[config.mk]
export PLATFORM = sky130hd
export DESIGN_NAME = qelv_accum
export DESIGN_NICKNAME = d
export VERILOG_FILES = /design/src/rtl/qelv_pkg.sv /design/src/rtl/qelv_accum.sv
export VERILOG_INCLUDE_DIRS = /design/src /design/src/rtl
export SDC_FILE = /design/constraint.sdc
export NUM_CORES = 2
export LEC_CHECK = 0
export BUFFER_PORTS_ARGS = -buffer_cell sky130_fd_sc_hd__clkbuf_2
export CORE_ASPECT_RATIO = 1.2
export CORE_UTILIZATION = 59
export DETAILED_ROUTE_END_ITERATION = 12
export HOLD_SLACK_MARGIN = 0.02
export PLACE_DENSITY = 0.82
export SYNTH_ARGS = -nofsm -noshare
export SYNTH_HDL_FRONTEND = slang
export SYNTH_SLANG_ARGS = --single-unit
export TNS_END_PERCENT = 30
[constraint.sdc]
create_clock -name clk -period 18.5 [get_ports clk]
set_clock_uncertainty 0.15 [all_clocks]
set_input_delay 0.925 -clock clk [delete_from_list [all_inputs] [get_ports clk]]
set_output_delay 0.925 -clock clk [all_outputs]
set_load 0.005 [all_outputs]
[src/rtl/quadratic_edge_load_vector_unit_assert.svh]
// assertion macros for the edge load vector unit
`ifndef QUADRATIC_EDGE_LOAD_VECTOR_UNIT_ASSERT_SVH
`define QUADRATIC_EDGE_LOAD_VECTOR_UNIT_ASSERT_SVH
// implication checked on every clock edge outside reset
`define QEL_ASSERT_IMP(lbl, ante, cons, msg) \
  lbl: assert property (@(posedge clk) disable iff (!rst_n) (ante) |-> (cons)) \
    else $error(msg);
// next-cycle implication checked outside reset
`define QEL_ASSERT_NXT(lbl, ante, cons, msg) \
  lbl: assert property (@(posedge clk) disable iff (!rst_n) (ante) |=> (cons)) \
    else $error(msg);
`endif

[src/rtl/qelv_pkg.sv]
// shared types, constants and gauss tables for the edge load vector unit
`timescale 1ns / 1ps
package qelv_pkg;
  localparam int MaxPoints = 4;
  localparam int PtW = 2;
  localparam int LimW = 48;

  typedef struct packed {
    logic signed [31:0] x1, x2, x3, y1, y2, y3, p, t;
  } edge_t;

  typedef struct packed {
    logic signed [LimW-1:0] f1x, f1y, f2x, f2y, f3x, f3y;
  } load_t;

  // per-point control that rides along the point pipeline
  typedef struct packed {
    logic       first;
    logic       last;
  } pt_ctl_t;

  function automatic logic signed [31:0] gauss_pt(input logic [2:0] ord,
                                                  input logic [PtW-1:0] i);
    logic signed [31:0] r;
    r = 32'sd0;
    case (ord)
      3'd2: r = (i == 2'd0) ? -32'sd619925131 : 32'sd619925131;
      3'd3: case (i)
        2'd0: r = -32'sd831716840;
        2'd2: r = 32'sd831716840;
        default: r = 32'sd0;
      endcase
      3'd4: case (i)
        2'd0: r = -32'sd924638074;
        2'd1: r = -32'sd365051866;
        2'd2: r = 32'sd365051866;
        default: r = 32'sd924638074;
      endcase
      default: r = 32'sd0;
    endcase
    return r;
  endfunction

  function automatic logic signed [32:0] gauss_wt(input logic [2:0] ord,
                                                  input logic [PtW-1:0] i);
    logic signed [32:0] r;
    r = 33'sd0;
    case (ord)
      3'd2: r = 33'sd1073741824;
      3'd3: r = (i == 2'd1) ? 33'sd954437177 : 33'sd596523236;
      3'd4: r = (i == 2'd1 || i == 2'd2) ? 33'sd700235528 : 33'sd373506296;
      default: r = 33'sd2147483648;
    endcase
    return r;
  endfunction
endpackage

[src/rtl/qelv_accum.sv]
// sums point contributions and holds the saturated result beat
`timescale 1ns / 1ps
`include "quadratic_edge_load_vector_unit_assert.svh"
module qelv_accum import qelv_pkg::*; (
  input  logic               clk,
  input  logic               rst_n,
  input  logic               c_valid,
  input  pt_ctl_t            c_ctl,
  input  logic signed [63:0] c_val [6],
  output logic               adv,
  output logic               out_valid,
  input  logic               out_ready,
  output load_t              out_load
);
  logic signed [63:0] acc_r [6], sum [6];
  logic signed [LimW-1:0] sat [6];
  logic ovalid_r;
  localparam logic signed [63:0] Lim = (64'sd1 <<< (LimW - 1)) - 64'sd1;

  assign adv = !(ovalid_r && !out_ready) || !(c_valid && c_ctl.last);
  assign out_valid = ovalid_r;

  always_comb for (int k = 0; k < 6; k++) begin
    sum[k] = (c_ctl.first ? 64'sd0 : acc_r[k]) + c_val[k];
    sat[k] = (sum[k] > Lim) ? Lim[LimW-1:0] :
             (sum[k] < -Lim - 64'sd1) ? LimW'(-Lim - 64'sd1) : sum[k][LimW-1:0];
  end

  always_ff @(posedge clk) begin
    if (!rst_n) ovalid_r <= 1'b0;
    else if (c_valid && c_ctl.last && adv) ovalid_r <= 1'b1;
    else if (out_ready) ovalid_r <= 1'b0;
    if (c_valid && adv) for (int k = 0; k < 6; k++) acc_r[k] <= sum[k];
    if (c_valid && c_ctl.last && adv)
      out_load <= '{f1x: sat[0], f1y: sat[1], f2x: sat[2], f2y: sat[3],
                    f3x: sat[4], f3y: sat[5]};
  end

  `QEL_ASSERT_NXT(a_out, c_valid && c_ctl.last && adv, ovalid_r, "result beat lost")
  `QEL_ASSERT_NXT(a_keep, ovalid_r && !out_ready, ovalid_r && $stable(out_load),
                  "result dropped while stalled")
  `QEL_ASSERT_IMP(a_adv, ovalid_r && !out_ready && c_valid && c_ctl.last, !adv,
                  "overwrite of pending result")
endmodule

# Word level (Yosys, flattened, before mapping)
# Memories as Yosys holds them, arrays and structs flattened.
# Cells that the tools add are included.
# W data, S select, Z words.
# totals
reg_bits	289
ramBits	384
input_bits	390
wordCells	51
mem_count	1
# memory_table
memory	words	word_bits	rd	rd_ports_with_merged_regs	write_ports	line	text
acc_r	6	64	6	0	6	qelv_accum.sv:15	logic signed [63:0] acc_r [6], sum [6];
# op_classes
add_sub_neg	6
order_cmp	12
muxes	16
n_reduce_logical	9
# op_table
cell	count
$add A64 B64 Y64	6
$gt A64 B48 Y1 const B	6
$lt A64 B48 Y1 const B	6
$mux W64	6
$mux W48	6
$logic_and A1 B1 Y1	4
$mux W1	4
$logic_not A1 Y1	3
$reduce_bool A2 Y1	1
$logic_or A1 B1 Y1	1

# Longest topological paths before layout
# depth
word_depth	7
depth_mapped	22
ltp_nobuf	16

# Worst setup path after synthesis
# No wires, ideal clock.
# synth_path
kind	input port to flip-flop
from	input port c_valid
to	register out_load[0] in the netlist's numbering, enable pin
arrival_time_ps	13053
required_ps	17398
setup_slack_ps	4345
cell_stages	2
n_path_buf	0
cell_sequence	nand2_1 > nor2_1
# synth_between
elab_chain_len	4
# synth_rtl
element	line	text
start: declaration	qelv_accum.sv:7	input logic c_valid,
$logic_and A1 B1 Y1 (*)	qelv_accum.sv:20, qelv_accum.sv:34	
$logic_not A1 Y1	qelv_accum.sv:20	assign adv = !(ovalid_r && !out_ready) || !(c_valid && c_ctl.last);
$logic_or A1 B1 Y1	qelv_accum.sv:20	
$logic_and A1 B1 Y1 (*)	qelv_accum.sv:34	if (c_valid && c_ctl.last && adv)
end signal: assignment	qelv_accum.sv:35	out_load <= '{f1x: sat[0], f1y: sat[1], f2x: sat[2], f2y: sat[3],
end: declaration	qelv_accum.sv:13	output load_t out_load
# Every way passes the cells marked *; elsewhere a longest branch is shown, timed or not.
# A chain may end at the register's enable or synchronous reset.

# Worst setup path in the final report
# layout_path
from	input port c_ctl[1] in the netlist's numbering
to	register out_load[75] in the netlist's numbering, data pin
# layout_between
elab_chain_len	4
elab_cells_between_ends	5
# layout_rtl
element	line	text
start: declaration	qelv_accum.sv:8	input pt_ctl_t c_ctl,
$mux W64 (*)	qelv_accum.sv:24	sum[k] = (c_ctl.first ? 64'sd0 : acc_r[k]) + c_val[k];
$add A64 B64 Y64 (*)	qelv_accum.sv:24	
$lt A64 B48 Y1	qelv_accum.sv:26	(sum[k] < -Lim - 64'sd1) ? LimW'(-Lim - 64'sd1) : sum[k][LimW-1:0];
$mux W48	qelv_accum.sv:26	
# Marks and branches as above.

==> impl_results.md <==
* Worst Max-Slew Pin Slew at 1.12 ns
* Avg Cell Area, Syn at 9.33 um^2
* Leak Pwr at around 23 nW
* First-pass GRT wire length at ~220000 um
* Fin worst setup slack at 11.49 ns
* FFs w/ async S/R, synth at 0
* GR Overflow Total at 0
* Cts bufs inserted at between 70 and 80
* Die area at 0.0840 mm^2
* Max_slew headroom at 0.254
* Initial antenna violation count at between 50 and 60
* Area grow syn2layout at 13.5%
* Setup crit end kind: flop
* Sequential Power Share at 0.364
* Sw frac at 0.362
* Setup TNS at 0 ns
* Sw Pwr at between 0.002 and 0.0025 W
* Count leader, synth: edfxtp_1
* Pwr per Cell Area at 109 mW/mm^2
* GPL Wtd Cong at 0.987
* Layout Utilization at 0.676
* Final hold vios at 0
* Slew Viols, Final at 0
* Setup Crit Path Kind: in -> reg
* CTS tree: done
* Final Setup Violations at 0
* # nets final at 6539
* Clock Power Share at 0.256
* Worst slack, placed at 10.84 ns
* Gr usage total at 0.342
* Synth unique cells at 87
* WL/cell at roughly 22 um
* ANT nets after route at 0
* Worst Path Required at approximately 19 ns
* Initial DRC Count at 3930
* First drt pass iteration count at 6
* Synth warn at 0
* Syn_nets at 6009
* Gate power share at 0.380
* Largest net degree at the start of global routing at 150
* Post-Route WL at ~150000 um
* Total of max-cap violations at 0
* Final min period at around 7 ns
* Worst min-delay path class: in -> reg
* CTS Buffer Depth at 3
* Max frequency at 143 MHz
* Maximum VDD drop at approximately 0.00008 V
* Root Buffer: clkbuf_16
* Std cell rows at about 120
* Die width at 265 um
* Vias in the first global route at between 40000 and 50000
* Share of cells above drive strength 1 at 0.153
* Core Box Area at between 0.08 and 0.09 mm^2
* Synth top area cells: edfxtp_1, ha_1, nor2b_1
* CTS Hold Bufs at 0
* Post-synth top flop: edfxtp_1
* Syn Inst Count at about 5200
* Internal power at 0.00384 W
* Post CTS Setup Buffer Count at 0
* Via-per-instance ratio at about 6.2
* Critical path arrival at ~7 ns
* Crit path cell chain: buf_8 -> buf_12 -> buf_4 -> nor2b_1 -> ha_1 -> fa_1 -> a21o_1 -> a221oi_1 -> nand4bb_1 -> nand4bb_1 -> o22ai_1 -> o31ai_1 -> and2_1 -> o211ai_1 -> nor3_1 -> nand4_1 -> o41a_1 -> buf_4 -> o21ai_0
* Top cell type's share of synthesized area at 0.413
* Crit path max-delay cell type: a221oi_1
* Status: complete, no violations
* Synth Register Bits at 673
* Clk pin slew, worst setup/hold paths at around 0.070 ns
* Clock latency at the later pin of the worst-skew pair at around 0.64 ns
* CP max FO at about 100
* Initial Util at 0.596
* Post-synth EDFFs at ~670
* H-tree depth at 3
* Yosys top cell by area: edfxtp_1
* CP Launch Type: primary input
* Mapped Area at around 0.049 mm^2
* Drt drc at 0
* Most frequent cells after synthesis: edfxtp_1, a21oi_1, nor2b_1
* Die Height at 317 um
* Inst Count DP at about 6700
* Crit-path max cell delay at slightly above 0.7 ns
* Sequential share of the synthesized area at 0.413
* Non-Filler Instances at 6911
* IO Pins at 680
* Post_cts resized at 0
* Period utilisation layout at 0.379
* Vias at between 40000 and 50000
* Filler instances at between 6000 and 7000
* CTS Sinks at 673
* Post-DP HPWL at approximately 120000 um
* Buffers added on ports at 679
* RSZ-0062 raised after global routing: false
[path summary, 6_finish.rpt]
path / cells after the start / slack, ns / start / to
min: 2 / 0.37 / rst_n / out_valid
min reg2reg: 2 / 0.55 / acc_r[0][0] / acc_r[0][0]
max reg2reg: 16 / 12.40 / acc_r[2][0] / out_load[163]
max: 19 / 11.49 / c_ctl[1] / out_load[75]
[cell type report]
cell class	instances	area [um^2]	share of cell area
multi-input combinational	3902	26200	0.473
sequential	673	20200	0.364
timing repair buffer	705	3630	0.0654
clock buffer	89	2010	0.0363
inverter	408	1530	0.0276
tap	1053	1320	0.0238
clock inverter	43	442	0.00797
antenna	38	95.1	0.00171
[sequential cells by signal (all words and copies together) (netlist names)]
name	count
out_valid	1
out_load	288
acc_r	384
[per-layer routing]
layer,vias to the layer above,GRT usage,routed length (um),part of all wire
met2,1844,0.575,71700,0.48
li1,20200,-,-,-
met5,-,0,172,0.0011
met3,413,0.0685,12200,0.081
met1,20200,0.416,58700,0.39
met4,26,0.183,7680,0.051
[worst max-delay path: cells and delay by family]
kind / cells / cell delay [ns]
buffers and inverters: 4 / 1.93
AO/OA/AOI/OAI: 7 / 2.63
AND/OR/NAND/NOR: 6 / 0.94
adder cells (fa/ha/maj): 2 / 0.67
[stage by stage]
stage | instance area, um^2 | total power [W] | hold slack [ns]
2_1_floorplan | 48900 | 0.00382 | 0.486
3_3_place_gp | 52900 | 0.00441 | 0.521
3_5_place_dp | 52900 | 0.00445 | 0.531
4_1_cts | 55400 | 0.00600 | 0.329
5_1_grt | 55400 | 0.00632 | 0.376
6_report | 55400 | 0.00602 | 0.366
[logic make-up after synthesis]
| kind of cell | Yosys count | synth area share |
|---|---|---|
| simple gates | 1534 | 0.165 |
| mux | 4 | 0.000871 |
| buf+inv | 660 | 0.0520 |
| xor+xnor | 361 | 0.0647 |
| fa+ha+maj | 384 | 0.0992 |
| flops | 673 | 0.413 |
| compound gates | 1619 | 0.205 |
[placed cells by master, fill, tap and decap left out, types with 83 or more instances in the layout]
master | Yosys | routed
clkbuf_2 | 0 | 678
a21o_1 | 131 | 131
edfxtp_1 | 672 | 672
nor2b_1 | 412 | 412
nor3_1 | 83 | 83
nand4_1 | 136 | 136
nor2_1 | 242 | 241
ha_1 | 378 | 378
inv_1 | 408 | 408
o21ai_1 | 266 | 266
xor2_1 | 161 | 161
o21ai_0 | 246 | 246
a21oi_1 | 459 | 459
nand2_1 | 352 | 352
xnor2_1 | 200 | 200
[power by group through the flow]
stage | clock (W) | combinational [W] | sequential, W
2_1_floorplan | 0 | 0.00159 | 0.00223
3_3_place_gp | 0 | 0.00219 | 0.00221
3_5_place_dp | 0 | 0.00223 | 0.00222
4_1_cts | 0.00155 | 0.00225 | 0.00219
5_1_grt | 0.00160 | 0.00250 | 0.00221
6_report | 0.00154 | 0.00229 | 0.00219
(Power assumes the default switching activity.)
