===== src/rtl/quadratic_edge_load_vector_unit_assert.svh =====
// assertion macros for the edge load vector unit
`ifndef QUADRATIC_EDGE_LOAD_VECTOR_UNIT_ASSERT_SVH
`define QUADRATIC_EDGE_LOAD_VECTOR_UNIT_ASSERT_SVH
// implication checked on every clock edge outside reset
`define QEL_ASSERT_IMP(lbl, ante, cons, msg) \
  lbl: assert property (@(posedge clk) disable iff (!rst_n) (ante) |-> (cons)) \
    else $error(msg);
// next-cycle implication checked outside reset
`define QEL_ASSERT_NXT(lbl, ante, cons, msg) \
  lbl: assert property (@(posedge clk) disable iff (!rst_n) (ante) |=> (cons)) \
    else $error(msg);
`endif


===== src/rtl/qelv_pkg.sv =====
// shared types, constants and gauss tables for the edge load vector unit
`timescale 1ns / 1ps
package qelv_pkg;
  localparam int MaxPoints = 4;
  localparam int PtW = 2;
  localparam int LimW = 48;

  typedef struct packed {
    logic signed [31:0] x1, x2, x3, y1, y2, y3, p, t;
  } edge_t;

  typedef struct packed {
    logic signed [LimW-1:0] f1x, f1y, f2x, f2y, f3x, f3y;
  } load_t;

  // per-point control that rides along the point pipeline
  typedef struct packed {
    logic       first;
    logic       last;
  } pt_ctl_t;

  function automatic logic signed [31:0] gauss_pt(input logic [2:0] ord,
                                                  input logic [PtW-1:0] i);
    logic signed [31:0] r;
    r = 32'sd0;
    case (ord)
      3'd2: r = (i == 2'd0) ? -32'sd619925131 : 32'sd619925131;
      3'd3: case (i)
        2'd0: r = -32'sd831716840;
        2'd2: r = 32'sd831716840;
        default: r = 32'sd0;
      endcase
      3'd4: case (i)
        2'd0: r = -32'sd924638074;
        2'd1: r = -32'sd365051866;
        2'd2: r = 32'sd365051866;
        default: r = 32'sd924638074;
      endcase
      default: r = 32'sd0;
    endcase
    return r;
  endfunction

  function automatic logic signed [32:0] gauss_wt(input logic [2:0] ord,
                                                  input logic [PtW-1:0] i);
    logic signed [32:0] r;
    r = 33'sd0;
    case (ord)
      3'd2: r = 33'sd1073741824;
      3'd3: r = (i == 2'd1) ? 33'sd954437177 : 33'sd596523236;
      3'd4: r = (i == 2'd1 || i == 2'd2) ? 33'sd700235528 : 33'sd373506296;
      default: r = 33'sd2147483648;
    endcase
    return r;
  endfunction
endpackage


===== src/rtl/qelv_point_gen.sv =====
// walks the gauss points of one edge beat, one point per cycle while adv is high
`timescale 1ns / 1ps
module qelv_point_gen import qelv_pkg::*; (
  input  logic              clk,
  input  logic              rst_n,
  input  logic [2:0]        order,
  input  logic              in_valid,
  output logic              in_ready,
  input  edge_t             in_edge,
  input  logic              adv,
  output logic              pt_valid,
  output pt_ctl_t           pt_ctl,
  output logic signed [31:0] pt_s,
  output logic signed [32:0] pt_w,
  output edge_t             pt_edge
);
  logic [2:0] ord_eff;
  logic       busy_r, busy_nxt;
  logic [PtW-1:0] idx_r, idx_nxt;
  edge_t      edge_r;
  logic [2:0] ord_r;
  logic       is_last;

  assign ord_eff = (order == 3'd0) ? 3'd1 : (order > 3'(MaxPoints)) ? 3'(MaxPoints) : order;
  assign is_last = ({1'b0, idx_r} == ord_r - 3'd1);
  assign in_ready = !busy_r || (adv && is_last);
  assign pt_valid = busy_r;
  assign pt_ctl = '{first: (idx_r == '0), last: is_last};
  assign pt_s = gauss_pt(ord_r, idx_r);
  assign pt_w = gauss_wt(ord_r, idx_r);
  assign pt_edge = edge_r;

  always_comb begin
    busy_nxt = busy_r;
    idx_nxt = idx_r;
    if (busy_r && adv) begin
      idx_nxt = idx_r + 1'b1;
      if (is_last) busy_nxt = 1'b0;
    end
    if (in_valid && in_ready) begin
      busy_nxt = 1'b1;
      idx_nxt = '0;
    end
  end

  always_ff @(posedge clk) begin
    if (!rst_n) begin
      busy_r <= 1'b0;
      idx_r <= '0;
    end else begin
      busy_r <= busy_nxt;
      idx_r <= idx_nxt;
    end
    if (in_valid && in_ready) begin
      edge_r <= in_edge;
      ord_r <= ord_eff;
    end
  end
endmodule


===== config.mk =====
export PLATFORM = sky130hd
export DESIGN_NAME = qelv_point_gen
export DESIGN_NICKNAME = d
export VERILOG_FILES = /design/src/rtl/quadratic_edge_load_vector_unit_assert.svh /design/src/rtl/qelv_pkg.sv /design/src/rtl/qelv_point_gen.sv
export SDC_FILE = /design/constraint.sdc
export NUM_CORES = 1
export LEC_CHECK = 0
export BUFFER_PORTS_ARGS = -buffer_cell sky130_fd_sc_hd__buf_4
export CAP_MARGIN = 10
export CORE_AREA = 2 2 230 232
export DETAILED_ROUTE_END_ITERATION = 8
export DIE_AREA = 0 0 232 234
export HOLD_SLACK_MARGIN = 0.02
export RECOVER_POWER = 50
export SLEW_MARGIN = 0
export SYNTH_ARGS = -nofsm -noshare
export SYNTH_HDL_FRONTEND = slang
export SYNTH_SLANG_ARGS = --single-unit

===== constraint.sdc =====
create_clock -name clk -period 9.44 [get_ports clk]
set_clock_uncertainty 0.2 [all_clocks]
set_input_delay 0.944 -clock clk [delete_from_list [all_inputs] [get_ports clk]]
set_output_delay 0.944 -clock clk [all_outputs]
set_load 0.02 [all_outputs]

After elaboration in Yosys (flattened, before gate mapping) --
Index checks and enable logic that the tools add are counted.
Word-level totals: register bits after elaboration 262, input port bits 263, output and inout bits 325, logic and storage cells 46
Operators by class: add/subtract/negate cells 2, $lt $le $gt $ge 1, eq/ne operators 6, muxes and demuxes 11, bitwise operators 1, reduce and logical (&&, ||, !) cells 13
Operators with widths (count):
- $pmux W32 S3 | 3
- $pmux W32 S2 | 1
- $mux W32 | 1
- $mux W30 | 1
- $mux W29 | 1
- $eq A3 B2 Y1 const B | 2
- $reduce_bool A2 Y1 | 2
- $reduce_or A2 Y1 | 2
- $eq A2 B3 Y1 | 1
- $eq A3 B3 Y1 const B | 1
- $gt A3 B3 Y1 const B | 1
- $logic_and A1 B1 Y1 | 3
- $logic_not A3 Y1 | 1
- $mux W1 | 3
- $mux W3 | 1
- $sub A3 B1 Y3 const B | 1
- $add A2 B1 Y2 const B | 1
- $eq A2 B1 Y1 const B | 1
- $eq A2 B2 Y1 const B | 1
- $logic_not A2 Y1 | 1
- $logic_or A1 B1 Y1 | 2
- $reduce_and A2 Y1 | 1
- $logic_not A1 Y1 | 1
- $not A1 Y1 | 1

Depth between registers and ports, before layout --
Gate-level depths: netlist of run 1.
depth after elaboration 7, gate-level depth with buffers 7, gate-level depth less buffers 6

Worst setup path after synthesis of run 1 --
OpenSTA, ideal clock, no wires.
path type input-to-reg, start point input port adv, end point register ord_r[0], enable pin, setup time 652 ps, data arrival time 7495 ps, data required time 8588 ps, path slack 1093 ps, cell stages on the path 3, buffers on the path 0, cell sequence inv_1 -> o41ai_4 -> and2_1
Between the ends: cells in the longest elaborated chain, start to end 3
RTL lines:
- start: declaration | line qelv_point_gen.sv:10 | input logic adv,
- $logic_and A1 B1 Y1 | line qelv_point_gen.sv:26 | assign in_ready = !busy_r || (adv && is_last);
- $logic_or A1 B1 Y1 | line qelv_point_gen.sv:26
- named net in_ready | line qelv_point_gen.sv:8 | output logic in_ready,
- $logic_and A1 B1 Y1 | line qelv_point_gen.sv:54 | if (in_valid && in_ready) begin
- end signal: assignment | line qelv_point_gen.sv:56 | ord_r <= ord_eff;
- end: declaration | line qelv_point_gen.sv:21 | logic [2:0] ord_r;
The timed path passes the listed nets, and every way through them passes these cells. A chain may end at the register's enable or synchronous reset.

Worst setup path in the final report of run 1 --
start point register ord_r[0], end point register edge_r (netlist bit pt_edge[157]), enable pin
Between the ends: cells in the longest elaborated chain, start to end 5
RTL lines:
- $sub A3 B1 Y3 | line qelv_point_gen.sv:25 | assign is_last = ({1'b0, idx_r} == ord_r - 3'd1);
- $eq A2 B3 Y1 | line qelv_point_gen.sv:25
- $logic_and A1 B1 Y1 | line qelv_point_gen.sv:26
- $logic_or A1 B1 Y1 | line qelv_point_gen.sv:26
- $logic_and A1 B1 Y1 | line qelv_point_gen.sv:54
- end signal: assignment | line qelv_point_gen.sv:55 | edge_r <= in_edge;
- end: declaration | line qelv_point_gen.sv:20 | edge_t edge_r;
No other way between the ends.

==> run summary, run 1 <==
============================================================================
Result of the run ............................................. complete, no violations
Hold Slack ....................................................       375 ps
Global-route layer with the greatest usage ....................         met2
CP Data Required Time .........................................      9410 ps
Area growth, synth to finish ..................................        61.2%
Layout cells sized above 1 ....................................        47.2%
Total iterations of the first detailed-routing run ............            4
Via count of the first global-routing pass ....................         5963
Register share of total power .................................        48.2%
Overall die height ............................................       234 um
TritonCTS sink count ..........................................          262
Largest area contributor in the netlist ....................... sky130_fd_sc_hd__edfxtp_1
Floorplan row count ...........................................           84
Largest net degree at the start of global routing .............          119
Root cell of the clock tree ................................... sky130_fd_sc_hd__clkbuf_16
Maximum fanout along the worst path ...........................           84
Die width .....................................................       232 um
Cells resized by post-CTS repair ..............................            0
Non-Filler Instances ..........................................         1686
Global route overflow .........................................            0
Number of nets in the finished design .........................         1247
Switching share of power ......................................        24.9%
Post-Syn Area per Cell ........................................   22.2 sq um
Number of placed instances with taps included .................         1628
Arrival @ worst endpoint ......................................      4120 ps
Routed wire per std cell ......................................      16.6 um
DR vias .......................................................         5783
Post-Route Setup TNS ..........................................         0 ps
Normalized max-slew margin ....................................        26.5%
Die area ......................................................  54300 sq um
Total setup violations reported at the end of the flow ........            0
Final slew viol count .........................................            0
Worst hold path class .........................................       in2reg
Hold Startpoint ............................................... in_edge[172]
Critical path capture point type ..............................         flop
Initial cell density of the core ..............................        16.7%
Skew-Pair Late Insertion Delay ................................       560 ps
First-pass GRT wire length ....................................     37600 um
Final worst path period share .................................        43.9%
Number of DRC violations after detailed routing ...............            0
Switching component of the power ..............................       716 uW
Initial antenna violation count ...............................            4
Most common library cell in the layout ignoring fill and taps . sky130_fd_sc_hd__edfxtp_1
Number of buffers inserted by port buffering ..................          585
Internal Power ................................................      2.16 mW
Placement Setup Slack .........................................      5430 ps
Final worst setup slack .......................................      5300 ps
Transition time at the pin with the least slew margin .........      1100 ps
Critical path type ............................................      reg2reg
Antenna violation net count after detailed routing ............            0
Clock tree from TritonCTS .....................................         done
Top cell type's share of synthesized area .....................        89.4%
LEAKAGE .......................................................      5.56 nW
Most frequent cells in the layout ............................. sky130_fd_sc_hd__edfxtp_1, sky130_fd_sc_hd__clkbuf_4, sky130_fd_sc_hd__clkbuf_1, sky130_fd_sc_hd__buf_4, sky130_fd_sc_hd__clkbuf_16
DPL Wire Length ...............................................     22000 um
Sequential fraction of the synthesis area .....................        90.1%
Kind of launch point of the worst setup path ..................         flop
Worst-path clk slew ...........................................        60 ps
Number of synthesized register bits ...........................          262
# Max-Cap Violations ..........................................            0
Power Density .................................................  205 nW/um^2
Global routing met2 resource utilization ......................        16.7%
Total of warnings raised by yosys .............................            0
Cell area after technology mapping ............................   8700 sq um
Highest ir drop seen on vdd ...................................     0.134 mV
Hold Vio Cnt, Final ...........................................            0
Combined global-route utilization of all metal layers .........        9.39%
FF-to-FF Start ................................................     ord_r[0]
Area inside the core boundary .................................  52000 sq um
Crit path time final ..........................................      4140 ps
Clock buffer depth ............................................            3
Fmax achieved .................................................    0.241 GHz
Total CTS buffers .............................................           31
Final Wtd Congestion ..........................................        0.783
Via-to-Cell Ratio .............................................         3.43
Setup crit start ..............................................     ord_r[0]
Pwr Total .....................................................      2.88 mW
Proportion of power drawn by the clock network ................        39.7%
Post CTS Setup Buffer Count ...................................            0
Netlist cell types ............................................           29
Unrepaired setup endpoints after global routing ...............        false
Number of buffers inserted by hold repair at cts ..............            0
Top-Level Pins ................................................          588
Met1 usage in global routing ..................................        9.95%
Total wirelength of the detailed-routed design ................     28000 um
Max H-tree Level ..............................................            1
Iteration-0 DRC count of the detailed router ..................          256
Met3 Usage GRT ................................................        4.50%
Fraction of power consumed by combinational cells .............        12.1%
Post-synthesis instance total .................................          391
Synth area leaders ............................................ sky130_fd_sc_hd__edfxtp_1, sky130_fd_sc_hd__buf_4, sky130_fd_sc_hd__ha_1
============================================================================
## cell usage after synthesis
library cell and n:
sky130_fd_sc_hd__buf_2 1, sky130_fd_sc_hd__nand2_1 23, sky130_fd_sc_hd__and3b_1 1, sky130_fd_sc_hd__nor3b_1 1, sky130_fd_sc_hd__a21boi_0 3, sky130_fd_sc_hd__nand3b_1 1, sky130_fd_sc_hd__and2_1 2, sky130_fd_sc_hd__nor2_1 5
sky130_fd_sc_hd__and3_1 1, sky130_fd_sc_hd__o41ai_1 1, sky130_fd_sc_hd__dfxtp_1 3, sky130_fd_sc_hd__nor2b_1 1, sky130_fd_sc_hd__buf_4 38, sky130_fd_sc_hd__a21boi_1 1, sky130_fd_sc_hd__a21o_1 5, sky130_fd_sc_hd__inv_1 12
sky130_fd_sc_hd__ha_1 11, sky130_fd_sc_hd__o21ai_0 8, sky130_fd_sc_hd__a31oi_1 1, sky130_fd_sc_hd__edfxtp_1 259, sky130_fd_sc_hd__conb_1 1, sky130_fd_sc_hd__or3b_2 1, sky130_fd_sc_hd__a21oi_1 1, sky130_fd_sc_hd__o41ai_4 1
sky130_fd_sc_hd__or2_2 1, sky130_fd_sc_hd__nor3_1 1, sky130_fd_sc_hd__o21ba_2 1, sky130_fd_sc_hd__nand2b_1 4, sky130_fd_sc_hd__xnor2_1 2
## layer usage
layer / up-vias / share of wire, %
li1: 2620 / -
met3: 37 / 12
met5: - / 0.096
met4: 4 / 1.7
met2: 361 / 51
met1: 2761 / 35
## stage by stage
| stage | util, % | area, sq um |
|---|---|---|
| 2_1_floorplan | - | 8700 |
| 3_3_place_gp | 26.3 | 13700 |
| 3_5_place_dp | 26.3 | 13700 |
| 4_1_cts | 28.2 | 14700 |
| 5_1_grt | 26.9 | 14000 |
| 6_report | 26.9 | 14000 |
## path summary, 6_finish.rpt
check | end | slack, ps | cells after the start
setup / recovery | pt_edge[157] | 5300 | 6
hold / removal | pt_edge[172] | 370 | 1
setup reg to reg | pt_edge[157] | 5300 | 6
hold reg to reg | pt_valid | 480 | 2
## kinds of logic after synthesis
kind of cell | Yosys count | synth area share [%]
fa+ha+maj | 11 | 1.58
other cells | 1 | 0.0431
buf+inv | 51 | 3.86
simple gates | 42 | 2.29
flops | 262 | 90.1
compound gates | 22 | 1.90
xor+xnor | 2 | 0.201
## sequential cells by signal (all words and copies together) (netlist names)
name	flops
pt_edge	256
ord_r	3
idx_r	2
pt_valid	1
## area by class of cell
class                           instances  area [sq um]
Tap cell                              688           861
Multi-Input combinational cell         79           510
Sequential cell                       262          7840
Antenna cell                            1          2.50
Fill cell                            5455         38000
Timing Repair Buffer                  587          3790
Clock buffer                           38           802
Inverter                               12          45.0
Clock inverter                         19           165
## power by group through the flow
stage	sequential (mW)	clock [mW]	combinational, mW
3_3_place_gp	1.41	0	0.392
6_report	1.39	1.14	0.349
2_1_floorplan	1.52	0	0.0820
4_1_cts	1.39	1.20	0.396
5_1_grt	1.40	1.23	0.372
3_5_place_dp	1.42	0	0.396
## worst max-delay path, stage by stage (launching register included)
cell and delay (ps):
sky130_fd_sc_hd__edfxtp_1 390, sky130_fd_sc_hd__inv_1 90, sky130_fd_sc_hd__ha_1 200, sky130_fd_sc_hd__ha_1 310, sky130_fd_sc_hd__o41ai_1 690, sky130_fd_sc_hd__and2_4 820, sky130_fd_sc_hd__buf_4 890
Note: power is estimated with default switching activity, not from simulation.
==> run 2: changes to the inputs <==
CORE_AREA = 2 2 229 231   (was 2 2 230 232)
DIE_AREA = 0 0 231 233   (was 0 0 232 234)
clock period = 3.3 ns   (was 9.44 ns; I/O delays follow)
==> run summary, run 2 (synthesis gave the netlist of run 1 again) <==
============================================================================
Switching share of power ......................................        24.6%   was 24.9%
Skew-Pair Late Insertion Delay ................................       560 ps   about the same
Register-to-register path setup slack .........................       610 ps   was 5300 ps
Global route overflow .........................................            0   unchanged
Cell area after layout ........................................  16800 sq um   was 14000 sq um
Hold Startpoint ...............................................          adv   was in_edge[172]
Clock buffer depth ............................................            3   unchanged
FF-to-FF Start ................................................     ord_r[0]   unchanged
Highest ir drop seen on vdd ...................................     0.471 mV   was 0.134 mV
Number of nets in the finished design .........................         1520   was 1247
Most common library cell in the layout ignoring fill and taps . sky130_fd_sc_hd__dlygate4sd3_1   was sky130_fd_sc_hd__edfxtp_1
Result of the run ............................................. complete, no violations   unchanged
Overall die height ............................................       233 um   was 234 um
Crit path time final ..........................................      2950 ps
Hold Slack ....................................................      98.4 ps   was 375 ps
Worst hold path class .........................................       in2reg   unchanged
R2R Path End .................................................. pt_edge[195]   was pt_edge[157]
Routed wire per std cell ......................................      16.4 um   was 16.6 um
Antenna violation net count after detailed routing ............            0   unchanged
Max H-tree Level ..............................................            1   unchanged
Worst Reg2Reg Path Length in Cells ............................            6   unchanged
Critical path type ............................................      reg2out   was reg2reg
Clock tree from TritonCTS .....................................         done   unchanged
Hold endpoint .................................................     pt_valid   was pt_edge[172]
Instance area after placement .................................  13900 sq um   was 13700 sq um
Die width .....................................................       231 um   was 232 um
Max FFs per register ..........................................          256   unchanged
Hold Vio Cnt, Final ...........................................            0   unchanged
Combined global-route utilization of all metal layers .........        11.1%   was 9.39%
Area inside the core boundary .................................  51100 sq um   was 52000 sq um
Pwr Total .....................................................      8.57 mW   was 2.88 mW
Critical path capture point type ..............................  output port   was flop
Filler cells ..................................................         5066   was 5455
Critical-path cell with the highest stage delay ............... sky130_fd_sc_hd__or3b_2   was sky130_fd_sc_hd__buf_4
Final worst path period share .................................        89.4%
Cells resized by post-CTS repair ..............................            0   unchanged
Via count of the first global-routing pass ....................         7568   was 5963
Total iterations of the first detailed-routing run ............            6   was 4
Fraction of power consumed by combinational cells .............        15.3%   was 12.1%
Worst-path clk slew ...........................................        60 ps   about the same
Final Wtd Congestion ..........................................        0.814   was 0.783
Worst path max stage delay ....................................       500 ps   was 890 ps
Fmax achieved .................................................    0.339 GHz
Switching component of the power ..............................      2.11 mW   was 716 uW
Die area ......................................................  53800 sq um   was 54300 sq um
Area growth, synth to finish ..................................        93.3%   was 61.2%
Via-to-Cell Ratio .............................................         3.56   was 3.43
Internal Power ................................................      6.46 mW   was 2.16 mW
# Max-Cap Violations ..........................................            0   unchanged
Total CTS buffers .............................................           29   was 31
Normalized max-slew margin ....................................        54.0%   was 26.5%
Layout cells sized above 1 ....................................        37.4%   was 47.2%
Total setup violations reported at the end of the flow ........            0   unchanged
LEAKAGE .......................................................      6.71 nW   was 5.56 nW
Unrepaired setup endpoints after global routing ...............        false   unchanged
Largest net degree at the start of global routing .............           93   was 119
Kind of launch point of the worst setup path ..................         flop   unchanged
Top-Level Pins ................................................          588   unchanged
Iteration-0 DRC count of the detailed router ..................          218   was 256
CP Data Required Time .........................................      2770 ps   was 9410 ps
Cells traversed along the worst timing path ................... inv_1 > ha_1 > nor2_1 > or3b_2 > nand2_1 > buf_4   was inv_1 > ha_1 > ha_1 > o41ai_1 > and2_4 > buf_4
TritonCTS sink count ..........................................          262   unchanged
Initial antenna violation count ...............................            6   was 4
DPL Wire Length ...............................................     22900 um   was 22000 um
Floorplan row count ...........................................           83   was 84
Transition time at the pin with the least slew margin .........       682 ps   was 1100 ps
DR vias .......................................................         6954   was 5783
Number of DRC violations after detailed routing ...............            0   unchanged
Register share of total power .................................        46.4%   was 48.2%
Initial cell density of the core ..............................        17.0%   was 16.7%
Number of buffers inserted by port buffering ..................          585   unchanged
Total wirelength of the detailed-routed design ................     31900 um   was 28000 um
Most frequent cells in the layout ............................. sky130_fd_sc_hd__dlygate4sd3_1, sky130_fd_sc_hd__edfxtp_1, sky130_fd_sc_hd__clkbuf_4, sky130_fd_sc_hd__clkbuf_1, sky130_fd_sc_hd__buf_4   was sky130_fd_sc_hd__edfxtp_1, sky130_fd_sc_hd__clkbuf_4, sky130_fd_sc_hd__clkbuf_1, sky130_fd_sc_hd__buf_4, sky130_fd_sc_hd__clkbuf_16
Root cell of the clock tree ................................... sky130_fd_sc_hd__clkbuf_16   unchanged
Arrival @ worst endpoint ......................................      2420 ps   was 4120 ps
Power Density .................................................  510 nW/um^2   was 205 nW/um^2
Maximum fanout along the worst path ...........................            9   was 84
Proportion of power drawn by the clock network ................        38.3%   was 39.7%
Cell depth of the worst hold path .............................            4   was 1
Final slew viol count .........................................            0   unchanged
First-pass GRT wire length ....................................     44700 um   was 37600 um
============================================================================
==> run 2: worst max-delay path by stage <==
stage                     startpoint            to  slack [ps]
final                       idx_r[1]       pt_s[7]         350
after detailed placement    ord_r[0]  pt_edge[175]         590
after global routing        idx_r[0]      pt_s[24]         130
after CTS                   idx_r[1]      pt_s[23]         350
after floorplan             ord_r[0]      ord_r[0]        -660
after global placement      ord_r[0]  pt_edge[157]         620
==> run 2: power by group through the flow <==
stage	Sequential [mW]	Combinational (mW)	Clock [mW]
finish	3.98	1.31	3.28
global placement	4.04	1.16	0
global route	3.99	1.39	3.51
CTS	3.98	1.44	3.39
floorplan	4.29	0.246	0
detailed placement	4.05	1.17	0
==> run 2: area by class of cell <==
class                   instances  area, sq um  share of cell area (%)
repair buffers                862         6520                    38.8
flip-flops and latches        262         7840                    46.6
clock inverters                20          228                    1.35
diodes                          5         12.5                  0.0744
inverters                      12         45.0                   0.268
well taps                     680          851                    5.06
clock buffers                  33          741                    4.41
multi-input cells              79          573                    3.41
==> run 2: critical path, delay by kind of cell, from the launching register on <==
family	cells	cell delay [ps]
DFF	1	420
adders and majority gates	1	330
buffers and inverters	2	310
and+or+nand+nor	3	820
==> run 2: timing repair <==
item,CTS,global route
buffers inserted,0,0
hold buffers,264,0
hold endpoints to repair,262,0
==> run 2: layer usage <==
layer	global-route usage (%)	wire, um	up-vias
met5	0	27	-
met4	3.95	1130	4
met3	4.36	3020	63
met2	20.3	16600	385
met1	11.3	11200	3336
li1	-	-	3166
==> run 2: stage by stage <==
stage               worst slack (ps)  utilization, %  instances  setup TNS [ps]
floorplan                       -663               -        392         -171760
global placement                 616            27.1       1631               0
detailed placement               593            27.1       1631               0
CTS                              350            34.2       1948               0
global route                     135            32.9       1950               0
finish                           350            32.9       1953               0
==> run 3: changes to the inputs <==
PLACE_DENSITY_LB_ADDON = 0.05   (was not set)
==> run summary, run 3 (synthesis gave the netlist of run 1 again) <==
============================================================================
Area taken by flip-flops and latches ..........................   7840 sq um   unchanged
Floorplan row count ...........................................           83   unchanged
Root cell of the clock tree ................................... sky130_fd_sc_hd__clkbuf_16   unchanged
Fmax achieved .................................................    0.351 GHz   was 0.339 GHz
Unrepaired setup endpoints after global routing ...............        false   unchanged
TritonCTS sink count ..........................................          262   unchanged
Via count of the first global-routing pass ....................         7526   was 7568
Initial antenna violation count ...............................            7   was 6
Final Wtd Congestion ..........................................        0.746   was 0.814
Number of DRC violations after detailed routing ...............            0   unchanged
Share of the core filled with cells in the final layout .......        33.1%   was 32.9%
Max H-tree Level ..............................................            2   was 1
Area inside the core boundary .................................  51100 sq um   unchanged
Hold Vio Cnt, Final ...........................................            0   unchanged
Arrival @ worst endpoint ......................................      2320 ps   was 2420 ps
Iteration-0 DRC count of the detailed router ..................          194   was 218
Combined global-route utilization of all metal layers .........        13.1%   was 11.1%
Initial cell density of the core ..............................        17.0%   unchanged
Most frequent cells in the layout ............................. sky130_fd_sc_hd__dlygate4sd3_1, sky130_fd_sc_hd__edfxtp_1, sky130_fd_sc_hd__clkbuf_4, sky130_fd_sc_hd__clkbuf_1, sky130_fd_sc_hd__buf_4   unchanged
Layout cells sized above 1 ....................................        38.2%   was 37.4%
Overall die height ............................................       233 um   unchanged
Cell area after layout ........................................  16900 sq um   was 16800 sq um
Routed wire per std cell ......................................      18.4 um   was 16.4 um
Number of nets in the finished design .........................         1524   was 1520
Total CTS buffers .............................................           35   was 29
Post CTS Setup Buffer Count ...................................            0   unchanged
Most common library cell in the layout ignoring fill and taps . sky130_fd_sc_hd__dlygate4sd3_1   unchanged
Worst hold path class .........................................       in2reg   unchanged
Antenna violation net count after detailed routing ............            0   unchanged
DPL Wire Length ...............................................     29000 um   was 22900 um
Die width .....................................................       231 um   unchanged
Critical path type ............................................      reg2out   unchanged
Top-Level Pins ................................................          588   unchanged
Highest ir drop seen on vdd ...................................     0.301 mV   was 0.471 mV
Critical path capture point type ..............................  output port   unchanged
Clock tree from TritonCTS .....................................         done   unchanged
Cells resized by post-CTS repair ..............................            0   unchanged
Cells traversed along the worst timing path ................... inv_1 > ha_1 > nor2_1 > or3b_2 > nand2_1 > buf_4   unchanged
Total iterations of the first detailed-routing run ............            4   was 6
Worst path max stage delay ....................................       480 ps   was 500 ps
Maximum fanout along the worst path ...........................            9   unchanged
Crit path time final ..........................................      2850 ps   was 2950 ps
Register-to-register path setup slack .........................       640 ps   was 610 ps
Die area ......................................................  53800 sq um   unchanged
Skew-Pair Late Insertion Delay ................................       530 ps   was 560 ps
Worst-path clk slew ...........................................        50 ps   was 60 ps
Transition time at the pin with the least slew margin .........       622 ps   was 682 ps
Final worst path period share .................................        86.3%   was 89.4%
Number of buffers inserted by port buffering ..................          585   unchanged
Non-Filler Instances ..........................................         1955   was 1953
Max FFs per register ..........................................          256   unchanged
Number of buffers inserted by hold repair at cts ..............          262   was 264
Post-Route Setup TNS ..........................................         0 ps   unchanged
Filler cells ..................................................         5257   was 5066
LEAKAGE .......................................................      6.79 nW   was 6.71 nW
First-pass GRT wire length ....................................     50800 um   was 44700 um
Result of the run ............................................. complete, no violations   unchanged
Critical-path cell with the highest stage delay ............... sky130_fd_sc_hd__or3b_2   unchanged
DR vias .......................................................         6797   was 6954
Total wirelength of the detailed-routed design ................     36000 um   was 31900 um
Kind of launch point of the worst setup path ..................         flop   unchanged
Number of placed instances with taps included .................         1631   unchanged
Area growth, synth to finish ..................................        94.7%   was 93.3%
Multi-input gate area in the final layout .....................    573 sq um   unchanged
Total setup violations reported at the end of the flow ........            0   unchanged
Largest net degree at the start of global routing .............           63   was 93
Final slew viol count .........................................            0   unchanged
Normalized max-slew margin ....................................        58.1%   was 54.0%
Clock buffer depth ............................................            3   unchanged
CP Data Required Time .........................................      2770 ps   about the same
Global route overflow .........................................            0   unchanged
Power Density .................................................  520 nW/um^2   was 510 nW/um^2
Instance area after placement .................................  13900 sq um   about the same
# Max-Cap Violations ..........................................            0   unchanged
Via-to-Cell Ratio .............................................         3.48   was 3.56
============================================================================
==> run 3: cell count changes in the layout (fill, tap and decap cells not counted), sizes merged <==
cell	previous run	this run
clkbuf	454	464
bufinv	4	1
clkinvlp	2	0
dlygate4sd3	264	262
clkinv	12	13
diode	5	4
inv	14	13
==> run 3: layout make-up <==
class	count	share of cell area, %
Clock buffer	43	5.48
Multi-Input combinational cell	79	3.38
Sequential cell	262	46.3
Tap cell	680	5.03
Inverter	12	0.266
Clock inverter	15	0.613
Antenna cell	4	0.0591
Timing Repair Buffer	860	38.9
==> run 3: worst max-delay path, delay by kind of cell (launching register included) <==
kind,cells,cell delay [ps]
AND/OR/NAND/NOR,3,750
buffers and inverters,2,290
adder cells (fa/ha/maj),1,350
flip-flops,1,410
==> run 3: report_power, final <==
part,leakage (nW),switching [mW],internal [mW]
registers,2.50,0.0553,3.91
logic,3.79,0.708,0.632
clock network,0.503,1.44,2.06
==> run 3: stage by stage <==
step	hold WS, ps	total power [mW]	setup slack (ps)
after floorplan	219	4.54	-663
after global placement	308	5.25	567
after detailed placement	309	5.24	571
after CTS	20.8	9.13	377
after global routing	60.3	9.21	243
final	57.6	8.80	451
==> run 3: path summary, 6_finish.rpt <==
check	end	depth (start not counted)	start
worst max-delay path	pt_s[23]	6	idx_r[1]
worst max register to register	pt_edge[114]	6	ord_r[0]
worst min-delay path	idx_r[0]	4	adv
worst min register to register	pt_valid	2	pt_valid
==> run 3: per-layer routing <==
| metal | vias to the layer above | routed length (um) | global-route usage [%] |
|---|---|---|---|
| met4 | 4 | 1000 | 4.68 |
| met5 | - | 21 | 0 |
| met2 | 331 | 19300 | 23.7 |
| met1 | 3226 | 11700 | 12.9 |
| met3 | 61 | 3970 | 6.53 |
| li1 | 3175 | - | - |
